### config.mk
export PLATFORM = sky130hd
export DESIGN_NAME = lpm_route_table_ecmp
export DESIGN_NICKNAME = d
export VERILOG_FILES = /design/src/hw/rtl/lrt_pkg.sv /design/src/hw/rtl/lpm_route_table_ecmp.sv
export SDC_FILE = /design/constraint.sdc
export NUM_CORES = 2
export LEC_CHECK = 0
export BUFFER_PORTS_ARGS = -buffer_cell sky130_fd_sc_hd__buf_2
export CORE_ASPECT_RATIO = 1.1
export CORE_MARGIN = 5
export CORE_UTILIZATION = 25
export CTS_CLUSTER_DIAMETER = 60
export CTS_CLUSTER_SIZE = 10
export DETAILED_ROUTE_END_ITERATION = 6
export PLACE_DENSITY = 0.51
export SYNTH_ARGS = -nofsm -noshare
export SYNTH_HDL_FRONTEND = slang
export SYNTH_SLANG_ARGS = --single-unit
### constraint.sdc
create_clock -name i_clk -period 8.2 [get_ports i_clk]
set_input_delay 0.41 -clock i_clk [delete_from_list [all_inputs] [get_ports i_clk]]
set_output_delay 0.41 -clock i_clk [all_outputs]
set_load 0.01 [all_outputs]
### src/hw/rtl/lrt_pkg.sv
package lrt_pkg;
    localparam int TableEntries = 16;
    localparam int HopsPerRoute = 4;
    localparam int Interfaces = 16;

    localparam logic [1:0] MODE_ADD    = 2'd0;
    localparam logic [1:0] MODE_LOOKUP = 2'd1;
    localparam logic [1:0] MODE_DELETE = 2'd2;
    localparam logic [1:0] MODE_CLEAR  = 2'd3;

    localparam logic [2:0] ST_OK       = 3'd0;
    localparam logic [2:0] ST_DUP_HOP  = 3'd1;
    localparam logic [2:0] ST_HOP_FULL = 3'd2;
    localparam logic [2:0] ST_TBL_FULL = 3'd3;
    localparam logic [2:0] ST_NOT_FND  = 3'd4;

    function automatic logic [31:0] len_mask(input logic [5:0] len);
        logic [31:0] m;
        m = '0;
        if (len >= 6'd32) begin
            m = '1;
        end else if (len != 6'd0) begin
            m = ~(32'hFFFF_FFFF >> len);
        end
        return m;
    endfunction
endpackage

### src/hw/rtl/lpm_route_table_ecmp.sv
// Add, lookup and delete scan one table slot per cycle through a single compare
// unit, then decide; a gateway add then reads each stored hop (at most
// HOPS_PER_ROUTE) for a duplicate, a gateway lookup reads the round-robin
// hop, and clear skips the scan. One beat at a time: no new beat until taken.
// Reset (synchronous, active low) clears valid bits, hop counts and
// round-robin pointers; no clearing pass. Output register frees on take.
module lpm_route_table_ecmp #(
    parameter int TABLE_ENTRIES  = lrt_pkg::TableEntries,
    parameter int HOPS_PER_ROUTE = lrt_pkg::HopsPerRoute
) (
    input  logic         i_clk,
    input  logic         i_rst_n,
    input  logic         s_axis_tvalid,
    output logic         s_axis_tready,
    // mode[1:0], address[33:2], prefix_len[39:34], has_gateway[40],
    // gateway_ip[72:41], out_interface[76:73], metric[108:77], zero pad
    input  logic [111:0] s_axis_tdata,
    output logic         m_axis_tvalid,
    input  logic         m_axis_tready,
    // status[2:0], found[3], direct[4], hop_gw[36:5],
    // next_hop_interface[40:37], route_metric[72:41], matched_len[78:73], pad
    output logic [79:0]  m_axis_tdata
);
    localparam int EW = (TABLE_ENTRIES > 1) ? $clog2(TABLE_ENTRIES) : 1;
    localparam int HW = (HOPS_PER_ROUTE > 1) ? $clog2(HOPS_PER_ROUTE) : 1;
    localparam int CW = $clog2(HOPS_PER_ROUTE + 1);
    localparam int NW = $clog2(TABLE_ENTRIES + 1);
    localparam int HD = TABLE_ENTRIES * HOPS_PER_ROUTE;
    localparam int HAW = (HD > 1) ? $clog2(HD) : 1;
    localparam int PW = (lrt_pkg::Interfaces > 1) ? $clog2(lrt_pkg::Interfaces) : 1;

    localparam logic [2:0] S_IDLE = 3'd0;
    localparam logic [2:0] S_SCAN = 3'd1;
    localparam logic [2:0] S_DEC  = 3'd2;
    localparam logic [2:0] S_HOPS = 3'd3;
    localparam logic [2:0] S_HRES = 3'd4;
    localparam logic [2:0] S_LRD  = 3'd5;
    localparam logic [2:0] S_LOUT = 3'd6;
    localparam logic [2:0] S_OUT  = 3'd7;

    logic [2:0] r_state;

    logic [TABLE_ENTRIES-1:0] r_valid;
    logic [31:0]      m_prefix [TABLE_ENTRIES];
    logic [5:0]       m_length [TABLE_ENTRIES];
    logic             m_direct [TABLE_ENTRIES];
    logic [31:0]      m_cost   [TABLE_ENTRIES];
    logic [CW-1:0]    r_used   [TABLE_ENTRIES];
    logic [HW-1:0]    r_rr     [TABLE_ENTRIES];
    logic [31:0]      m_hgw    [HD];
    logic [PW-1:0]    m_hport  [HD];

    logic [1:0]  r_mode;
    logic [31:0] r_addr;
    logic [5:0]  r_len;
    logic        r_hasgw;
    logic [31:0] r_gw;
    logic [3:0]  r_port;
    logic [31:0] r_metric;

    logic [NW-1:0] r_idx;
    logic          r_hit;
    logic [EW-1:0] r_hit_idx;
    logic          r_free;
    logic [EW-1:0] r_free_idx;
    logic          r_best;
    logic [EW-1:0] r_best_idx;
    logic [5:0]    r_longest;
    logic          r_dflt;
    logic [EW-1:0] r_dflt_idx;
    logic [EW-1:0] r_e;
    logic [CW-1:0] r_k;
    logic          r_dup;
    logic [31:0]   r_rd_gw;
    logic [PW-1:0] r_rd_port;

    logic [2:0]  r_o_status;
    logic        r_o_found;
    logic        r_o_direct;
    logic [31:0] r_o_nhip;
    logic [3:0]  r_o_nhif;
    logic [31:0] r_o_cost;
    logic [5:0]  r_o_len;

    logic [5:0]    sat_len;
    logic [EW-1:0] cur;
    logic [31:0]   tgt;
    logic          exact;
    logic          lpm_m;
    logic [EW-1:0] n_sel;
    logic [CW-1:0] sel_used;
    logic [HW-1:0] sel_p;
    logic [HW-1:0] n_p;
    logic [HAW-1:0] hop_addr;

    assign sat_len = (s_axis_tdata[39:34] > 6'd32) ? 6'd32 : s_axis_tdata[39:34];
    assign cur = r_idx[EW-1:0];
    assign tgt = r_addr & lrt_pkg::len_mask(r_len);
    assign exact = r_valid[cur] && m_prefix[cur] == tgt && m_length[cur] == r_len;
    assign lpm_m = (r_addr & lrt_pkg::len_mask(m_length[cur])) == m_prefix[cur];
    assign n_sel = r_best ? r_best_idx : r_dflt_idx;
    assign sel_used = r_used[r_e];
    assign sel_p = ({{CW{1'b0}}, r_rr[r_e]} >= {{HW{1'b0}}, sel_used}) ? '0 : r_rr[r_e];
    assign n_p = ((CW'(sel_p) + CW'(1) >= CW'(HOPS_PER_ROUTE)) ||
                  (CW'(sel_p) + CW'(1) >= sel_used)) ? '0 : HW'(sel_p + HW'(1));
    assign hop_addr = (r_state == S_LRD) ? HAW'(r_e * HOPS_PER_ROUTE + sel_p)
                                         : HAW'(r_e * HOPS_PER_ROUTE + r_k[HW-1:0]);

    assign s_axis_tready = (r_state == S_IDLE);
    assign m_axis_tvalid = (r_state == S_OUT);
    assign m_axis_tdata = {1'b0, r_o_len, r_o_cost, r_o_nhif, r_o_nhip,
                           r_o_direct, r_o_found, r_o_status};

    always_ff @(posedge i_clk) begin
        r_rd_gw <= m_hgw[hop_addr];
        r_rd_port <= m_hport[hop_addr];
        if (r_state == S_DEC && r_mode == lrt_pkg::MODE_ADD && !r_hit && r_free) begin
            m_prefix[r_free_idx] <= tgt;
            m_length[r_free_idx] <= r_len;
            m_direct[r_free_idx] <= 1'b1;
            m_cost[r_free_idx] <= '0;
        end
        if (r_state == S_HRES && !r_dup && r_k < CW'(HOPS_PER_ROUTE)) begin
            m_hgw[hop_addr] <= r_gw;
            m_hport[hop_addr] <= r_port[PW-1:0];
            m_direct[r_e] <= 1'b0;
            m_cost[r_e] <= r_metric;
        end
    end

    always_ff @(posedge i_clk) begin
        if (!i_rst_n) begin
            r_state <= S_IDLE;
            r_valid <= '0;
            for (int i = 0; i < TABLE_ENTRIES; i++) begin
                r_used[i] <= '0;
                r_rr[i] <= '0;
            end
        end else begin
            case (r_state)
                S_IDLE: begin
                    if (s_axis_tvalid) begin
                        r_mode <= s_axis_tdata[1:0];
                        r_addr <= s_axis_tdata[33:2];
                        r_len <= sat_len;
                        r_hasgw <= s_axis_tdata[40];
                        r_gw <= s_axis_tdata[72:41];
                        r_port <= s_axis_tdata[76:73];
                        r_metric <= s_axis_tdata[108:77];
                        r_idx <= '0;
                        r_hit <= 1'b0;
                        r_free <= 1'b0;
                        r_best <= 1'b0;
                        r_dflt <= 1'b0;
                        r_longest <= '0;
                        r_o_status <= lrt_pkg::ST_OK;
                        r_o_found <= 1'b0;
                        r_o_direct <= 1'b0;
                        r_o_nhip <= '0;
                        r_o_nhif <= '0;
                        r_o_cost <= '0;
                        r_o_len <= '0;
                        if (s_axis_tdata[1:0] == lrt_pkg::MODE_CLEAR) begin
                            r_valid <= '0;
                            r_state <= S_OUT;
                        end else begin
                            r_state <= S_SCAN;
                        end
                    end
                end
                S_SCAN: begin
                    if (exact && !r_hit) begin
                        r_hit <= 1'b1;
                        r_hit_idx <= cur;
                    end
                    if (!r_valid[cur] && !r_free) begin
                        r_free <= 1'b1;
                        r_free_idx <= cur;
                    end
                    if (r_valid[cur]) begin
                        if (m_length[cur] == 6'd0 && m_prefix[cur] == 32'd0) begin
                            r_dflt <= 1'b1;
                            r_dflt_idx <= cur;
                        end else if (lpm_m && m_length[cur] > r_longest) begin
                            r_longest <= m_length[cur];
                            r_best <= 1'b1;
                            r_best_idx <= cur;
                        end
                    end
                    if (r_idx == NW'(TABLE_ENTRIES - 1)) begin
                        r_state <= S_DEC;
                    end
                    r_idx <= r_idx + NW'(1);
                end
                S_DEC: begin
                    r_k <= '0;
                    r_dup <= 1'b0;
                    r_state <= S_OUT;
                    case (r_mode)
                        lrt_pkg::MODE_ADD: begin
                            if (r_hit) begin
                                r_e <= r_hit_idx;
                                if (r_hasgw) begin
                                    r_state <= S_HOPS;
                                end
                            end else if (!r_free) begin
                                r_o_status <= lrt_pkg::ST_TBL_FULL;
                            end else begin
                                r_e <= r_free_idx;
                                r_valid[r_free_idx] <= 1'b1;
                                r_used[r_free_idx] <= '0;
                                r_rr[r_free_idx] <= '0;
                                if (r_hasgw) begin
                                    r_state <= S_HOPS;
                                end
                            end
                        end
                        lrt_pkg::MODE_LOOKUP: begin
                            if (!r_best && !r_dflt) begin
                                r_o_status <= lrt_pkg::ST_NOT_FND;
                            end else begin
                                r_e <= n_sel;
                                r_o_found <= 1'b1;
                                r_o_direct <= m_direct[n_sel];
                                r_o_cost <= m_cost[n_sel];
                                r_o_len <= m_length[n_sel];
                                if (!m_direct[n_sel]) begin
                                    r_state <= S_LRD;
                                end
                            end
                        end
                        lrt_pkg::MODE_DELETE: begin
                            if (r_hit) begin
                                r_valid[r_hit_idx] <= 1'b0;
                            end else begin
                                r_o_status <= lrt_pkg::ST_NOT_FND;
                            end
                        end
                        default: begin
                        end
                    endcase
                end
                S_HOPS: begin
                    if (r_k >= sel_used || r_k >= CW'(HOPS_PER_ROUTE)) begin
                        r_state <= S_HRES;
                    end else begin
                        r_state <= S_LOUT;
                    end
                end
                S_LOUT: begin
                    if (r_mode == lrt_pkg::MODE_LOOKUP) begin
                        r_o_nhip <= r_rd_gw;
                        r_o_nhif <= 4'(r_rd_port);
                        r_rr[r_e] <= n_p;
                        r_state <= S_OUT;
                    end else if (r_rd_gw == r_gw && r_rd_port == r_port[PW-1:0]) begin
                        r_dup <= 1'b1;
                        r_o_status <= lrt_pkg::ST_DUP_HOP;
                        r_state <= S_OUT;
                    end else begin
                        r_k <= r_k + CW'(1);
                        r_state <= S_HOPS;
                    end
                end
                S_HRES: begin
                    if (r_k >= CW'(HOPS_PER_ROUTE)) begin
                        r_o_status <= lrt_pkg::ST_HOP_FULL;
                    end else begin
                        r_used[r_e] <= r_k + CW'(1);
                    end
                    r_state <= S_OUT;
                end
                S_LRD: begin
                    r_state <= S_LOUT;
                end
                S_OUT: begin
                    if (m_axis_tready) begin
                        r_state <= S_IDLE;
                    end
                end
                default: begin
                    r_state <= S_IDLE;
                end
            endcase
        end
    end

    assert property (@(posedge i_clk) disable iff (!i_rst_n)
        s_axis_tready |-> !m_axis_tvalid)
        else $error("input and output both open");
    assert property (@(posedge i_clk) disable iff (!i_rst_n)
        (r_state == S_OUT && r_o_status == lrt_pkg::ST_NOT_FND) |-> !r_o_found)
        else $error("miss reported as found");
    assert property (@(posedge i_clk) disable iff (!i_rst_n)
        (r_state == S_OUT && r_o_direct) |-> (r_o_nhip == 32'd0))
        else $error("direct route with gateway");
    assert property (@(posedge i_clk) disable iff (!i_rst_n)
        (r_state == S_SCAN) |-> (r_idx < NW'(TABLE_ENTRIES)))
        else $error("scan index out of range");
endmodule
* Yosys cells after proc, flatten, opt, wreduce, memory -nomap -nowiden
Memory sizes are Yosys's and may differ from the RTL's. A register that Yosys moved wholly into a read port is not among the register bits. Index checks and enable logic that the tools add are counted.
Cells by class: muxes and demuxes 133, magnitude comparators 15, reduce and logical (&&, ||, !) cells 59, equality and inequality tests 43, $add $sub $neg 6, bitwise gates (word level) 8, shifts and indexed selects 2
Operators by type and width (count):
- $mux 32 | 9
- $pmux 32 s2 | 2
- $eq 32x32->1 | 3
- $mux 16 | 5
- $and 32x32->32 | 2
- $mux 4 | 16
- $not 32->32 | 2
- $pmux 16 s2 | 2
- $shr 32x6->32 const A | 2
- $mux 3 | 21
- $mux 1 | 43
- $mux 6 | 7
- $logic_not 32->1 | 1
- $reduce_or 32->1 | 1
- $ne 2x2->1 const B | 14
- $pmux 3 s8 | 1
- $pmux 6 s2 | 2
- $reduce_and 4->1 | 6
- $ne 3x3->1 const B | 7
- $reduce_and 5->1 | 4
- $and 16x16->16 | 1
- $not 16->16 | 1
- $or 16x16->16 | 1
- $pmux 4 s2 | 2
- other kinds (51) | 111
Storage, ports and cells: memories kept 8, input bits 116, register bits after elaboration 246, RAM bits 3520
Memories:
- m_hgw | words 64, bits a word 32, read ports 1, clocked after memory_dff 1, wr ports 1, line lpm_route_table_ecmp.sv:50 | logic [31:0] m_hgw [HD];
- m_cost | words 16, bits a word 32, read ports 1, clocked after memory_dff 0, wr ports 1, line lpm_route_table_ecmp.sv:47 | logic [31:0] m_cost [TABLE_ENTRIES];
- m_prefix | words 16, bits a word 32, read ports 1, clocked after memory_dff 1, wr ports 1, line lpm_route_table_ecmp.sv:44 | logic [31:0] m_prefix [TABLE_ENTRIES];
- m_hport | words 64, bits a word 4, read ports 1, clocked after memory_dff 1, wr ports 1, line lpm_route_table_ecmp.sv:51 | logic [PW-1:0] m_hport [HD];
- m_length | words 16, bits a word 6, read ports 2, clocked after memory_dff 1, wr ports 1, line lpm_route_table_ecmp.sv:45 | logic [5:0] m_length [TABLE_ENTRIES];
- r_used | words 16, bits a word 3, read ports 1, clocked after memory_dff 1, wr ports 16, line lpm_route_table_ecmp.sv:48 | logic [CW-1:0] r_used [TABLE_ENTRIES];
- 2 more memories

* Longest topological paths before layout
depth in word-level cells 11, gate-level depth with buffers 22

* Worst setup path after synthesis
No wires, ideal clock.
kind reg-to-reg, start point reg r_state[0], end point reg r_o_cost[0] (enable), setup time 0.654 ns, stages on the path, launching flop included 5, buffers on the path 1, data required time 7.546 ns, arrival time 7.237 ns, clock period less this slack 7.891 ns, slack 0.309 ns, cells stage by stage dfxtp_1 -> clkbuf_1 -> or3_1 -> o21ai_1 -> a2111oi_0
On the way: longest elaborated chain between the ends 3
Ends and longest elaborated chain:
- start: declaration | line lpm_route_table_ecmp.sv:41 | logic [2:0] r_state;
- start signal: assignment | line lpm_route_table_ecmp.sv:133 | r_state <= S_IDLE;
- start signal: assignment | line lpm_route_table_ecmp.sv:165 | r_state <= S_OUT;
- start signal: assignment | line lpm_route_table_ecmp.sv:167 | r_state <= S_SCAN;
- $eq 3x2->1 or $logic_not 3->1 (tied branches) | line lpm_route_table_ecmp.sv:140 | case (r_state)
- $ne 2x1->1 (no line), or another cell as far along
- $reduce_and 5->1 (no line) (*)
- end signal: assignment | line lpm_route_table_ecmp.sv:225 | r_o_cost <= m_cost[n_sel];
- end: declaration | line lpm_route_table_ecmp.sv:82 | logic [31:0] r_o_cost;
Every way passes the cells marked *; elsewhere a longest branch is shown, timed or not. A chain may end at the register's enable or synchronous reset.

==> flow_summary_export.csv <==
group,metric,value,unit
synth,ys_seq_area_share,76.6,%
synth,synth_area_per_cell,15.9,sq um
synth,yosys_warnings,0,
clocking,clkTransAtPathRegs,0.05,ns
timing,min_period_over_period,83.0,%
timing,fin_crit,6.81,ns
critical_path,cp.arrival,7.38,ns
power_and_ir_drop,ir_worst_vdd,0.213,mV
synth,syn-num-nets,9464,
floorplanning,rows,297,
critical_path,r2r_slack,1.39,ns
synth,synthTopCellsByArea,"edfxtp_1 76%, nand2_1 3.5%, mux4_2 2.7%",
synth,synth_area,148000,sq um
worst_hold_path,hold_class,"in -> reg",
critical_path,cp-end-kind,"register",
route,first_pass_iters,6,
clocking,cts_made_buffers,431,
synth,synth_cells,9327,
run_status,status,"finished clean",
clocking,cts_setup_buffers,0,
critical_path,cpPeakStageDelay,1.01,ns
critical_path,cp_cell_sequence,"mux4_2, nand3_1, nand4_1, inv_1, ha_1, nand2b_1, a21o_1, and3b_1, o41a_2, nor2_1, buf_4, nand2_1, nor2_4, buf_4",
clocking,worstSkewPairLatency,1.04,ns
clocking,clock_sinks,3810,
route,wl_per_cell,26.7,microns
placed_design,place_area,161000,sq um
clocking,ctsRootBufferMaster,"clkbuf_16",
route,drt_iter0_markers,9679,
global_routing,grt_pass1_vias,85300,
power_and_ir_drop,power.leakage,55.6,nW
global_routing,grt_pass1_wl,668,mm
synth,yosysMostFrequentCell,"edfxtp_1",
global_routing,grt_max_degree,157,
clocking,postCtsHoldBufs,112,
floorplanning,initial_core_util,25.0,%
floorplanning,io_pins,198,
critical_path,crit_top_cell,"buf_4",
flow_run,max_cap_violations,0,
route,drc_errors,0,
route,ant_nets,0,
global_routing,grt_use_total,15.1,%
timing,worst_pin_slew,1.40,ns
placed_design,routabilityCongestion,0.847,
layout,final_nets,9946,
synth,ys_ff_latch,3810,
layout,final_util,29.4,%
clocking,cts_tree,"done",
timing,rsz0062_at_grt,"false",
timing,timing.final.ws_setup,1.39,ns
critical_path,path_class,"reg -> reg",
timing,slew_headroom,6.98,%
route,viasPerCell,4.91,
timing,setup_viol,0,
synth,synth_top_area_cell,"edfxtp_1",
synth,ys.flop_type,"edfxtp_1",
global_routing,antenna_found_initial,35,
clocking,cts-resized-gates,0,
critical_path,start_kind,"register",
timing,fin_skew,0.108,ns
critical_path,slowest_stage,"dfxtp_1",
placed_design,place_inst,17200,
placed_design,dp_hpwl,276,mm
layout,nFillCells,58900,
clocking,htreeDepth,5,
synth,synth_common_cells,"3747 x edfxtp_1, 1365 x nand2_1, 465 x a21oi_1, 455 x clkbuf_1, 345 x nor2_1",
timing,whs,0.113,ns
timing,slew_violations,0,
route,num_vias,88200,
synth,synth_edf_count,3747,
floorplanning,core-area,593000,sq um
placed_design,place_ws,1.37,ns
layout,layout-drive-gt1-share,14.1,%
layout,final_cells,18000,
power_and_ir_drop,finalPower,49.3,mW
synth,synthDistinctLibCells,79,
clocking,ctsLongestPathBuffers,4,
floorplanning,die_width,745,microns
floorplanning,die_area,609000,sq um
critical_path,required,8.77,ns
layout,synthToLayoutAreaGrowth,17.6,%
timing,clock.fmax,147,MHz
critical_path,crit_fanout,22,
timing,setup_tns,0,ns
route,routed_wl,480,mm
placed_design,numPortBuffers,193,
synth,async_flop_share,0,%
power_and_ir_drop,power.density,282,nW/um^2
floorplanning,die_h,818,microns
timing,hold_viol,0,
global_routing,overflow,0,
layout,stdcell_area,175000,sq um
synth,synth_top_area_share,75.8,%
## report_power, final
group          switching, mW  leakage [nW]  total (mW)  internal (mW)
combinational           6.06          15.4        8.68           2.63
sequential             0.588          34.3        23.2           22.6
clock                   7.58          5.90        17.4           9.84
## layer usage
layer  up-vias  GRT usage, %  routed length [microns]
li1      37700             -                        -
met1     46200          19.7                   195000
met2      3583          25.6                   233000
met3       754          2.25                    32900
met4         4          5.25                    19100
met5         -             0                       27
## state kept, by name, indices dropped and copies added (netlist names), 5 cells and up, named ones only
| signal | flops |
|---|---|
| r_idx | 5 |
| r_rr | 32 |
| m_length | 96 |
| m_cost | 512 |
| r_gw | 32 |
| r_addr | 32 |
| r_o_nhip | 32 |
| r_len | 6 |
| r_valid | 16 |
| m_hport | 256 |
| r_longest | 6 |
| r_used | 48 |
| m_hgw | 2048 |
| m_prefix | 512 |
| r_o_cost | 32 |
| m_direct | 16 |
| r_metric | 32 |
| r_o_len | 6 |
| r_rd_gw | 32 |
## cell usage in the layout, fill, tap and decap left out, types with 162 or more instances in the layout
master	synthesis	layout
buf_4	8	312
a21oi_1	465	462
nand2_1	1365	1363
a22oi_1	162	162
buf_2	61	193
clkbuf_1	455	163
nand3_1	235	235
clkbuf_16	0	437
mux4_2	175	175
edfxtp_1	3747	3747
o21ai_0	177	176
nor2_1	345	236
a221oi_1	180	180
mux2i_1	333	329
## logic make-up after synthesis
kind of cell	after synthesis	synth area share [%]
AOI/OAI and AO/OA	1848	8.67
xor gates and xnor gates	90	0.531
adders and majority gates	21	0.177
buffers and inverters	653	1.77
DFF	3810	76.6
muxes	564	5.44
other	1	0.00253
and+or+nand+nor	2340	6.80
## worst paths after layout
kind               startpoint             to  cells past startpoint
max reg2reg          register  m_hgw[37][18]                     14
min          s_axis_tdata[10]      r_addr[8]                      2
min reg2reg       r_valid[14]    r_valid[14]                      2
max                  register  m_hgw[37][18]                     14
## layout make-up
cell class / count / area, sq um / area share [%]
diodes: 11 / 27.5 / 0.0158
clock inverters: 45 / 692 / 0.396
repair buffers: 661 / 5310 / 3.04
flip-flops and latches: 3810 / 114000 / 65.2
inverters: 41 / 159 / 0.0910
clock buffers: 602 / 11600 / 6.63
well taps: 7923 / 9910 / 5.68
multi-input cells: 4864 / 33200 / 19.0
## worst max-delay path, delay by kind of cell (launching register included)
kind,cells,cell delay [ns]
AND/OR/NAND/NOR,7,2.42
buffers and inverters,3,1.18
AO/OA/AOI/OAI,2,1.02
flip-flops,1,1.01
multiplexers,1,0.42
adder cells (fa/ha/maj),1,0.28
Note: power is estimated with default switching activity, not from simulation.
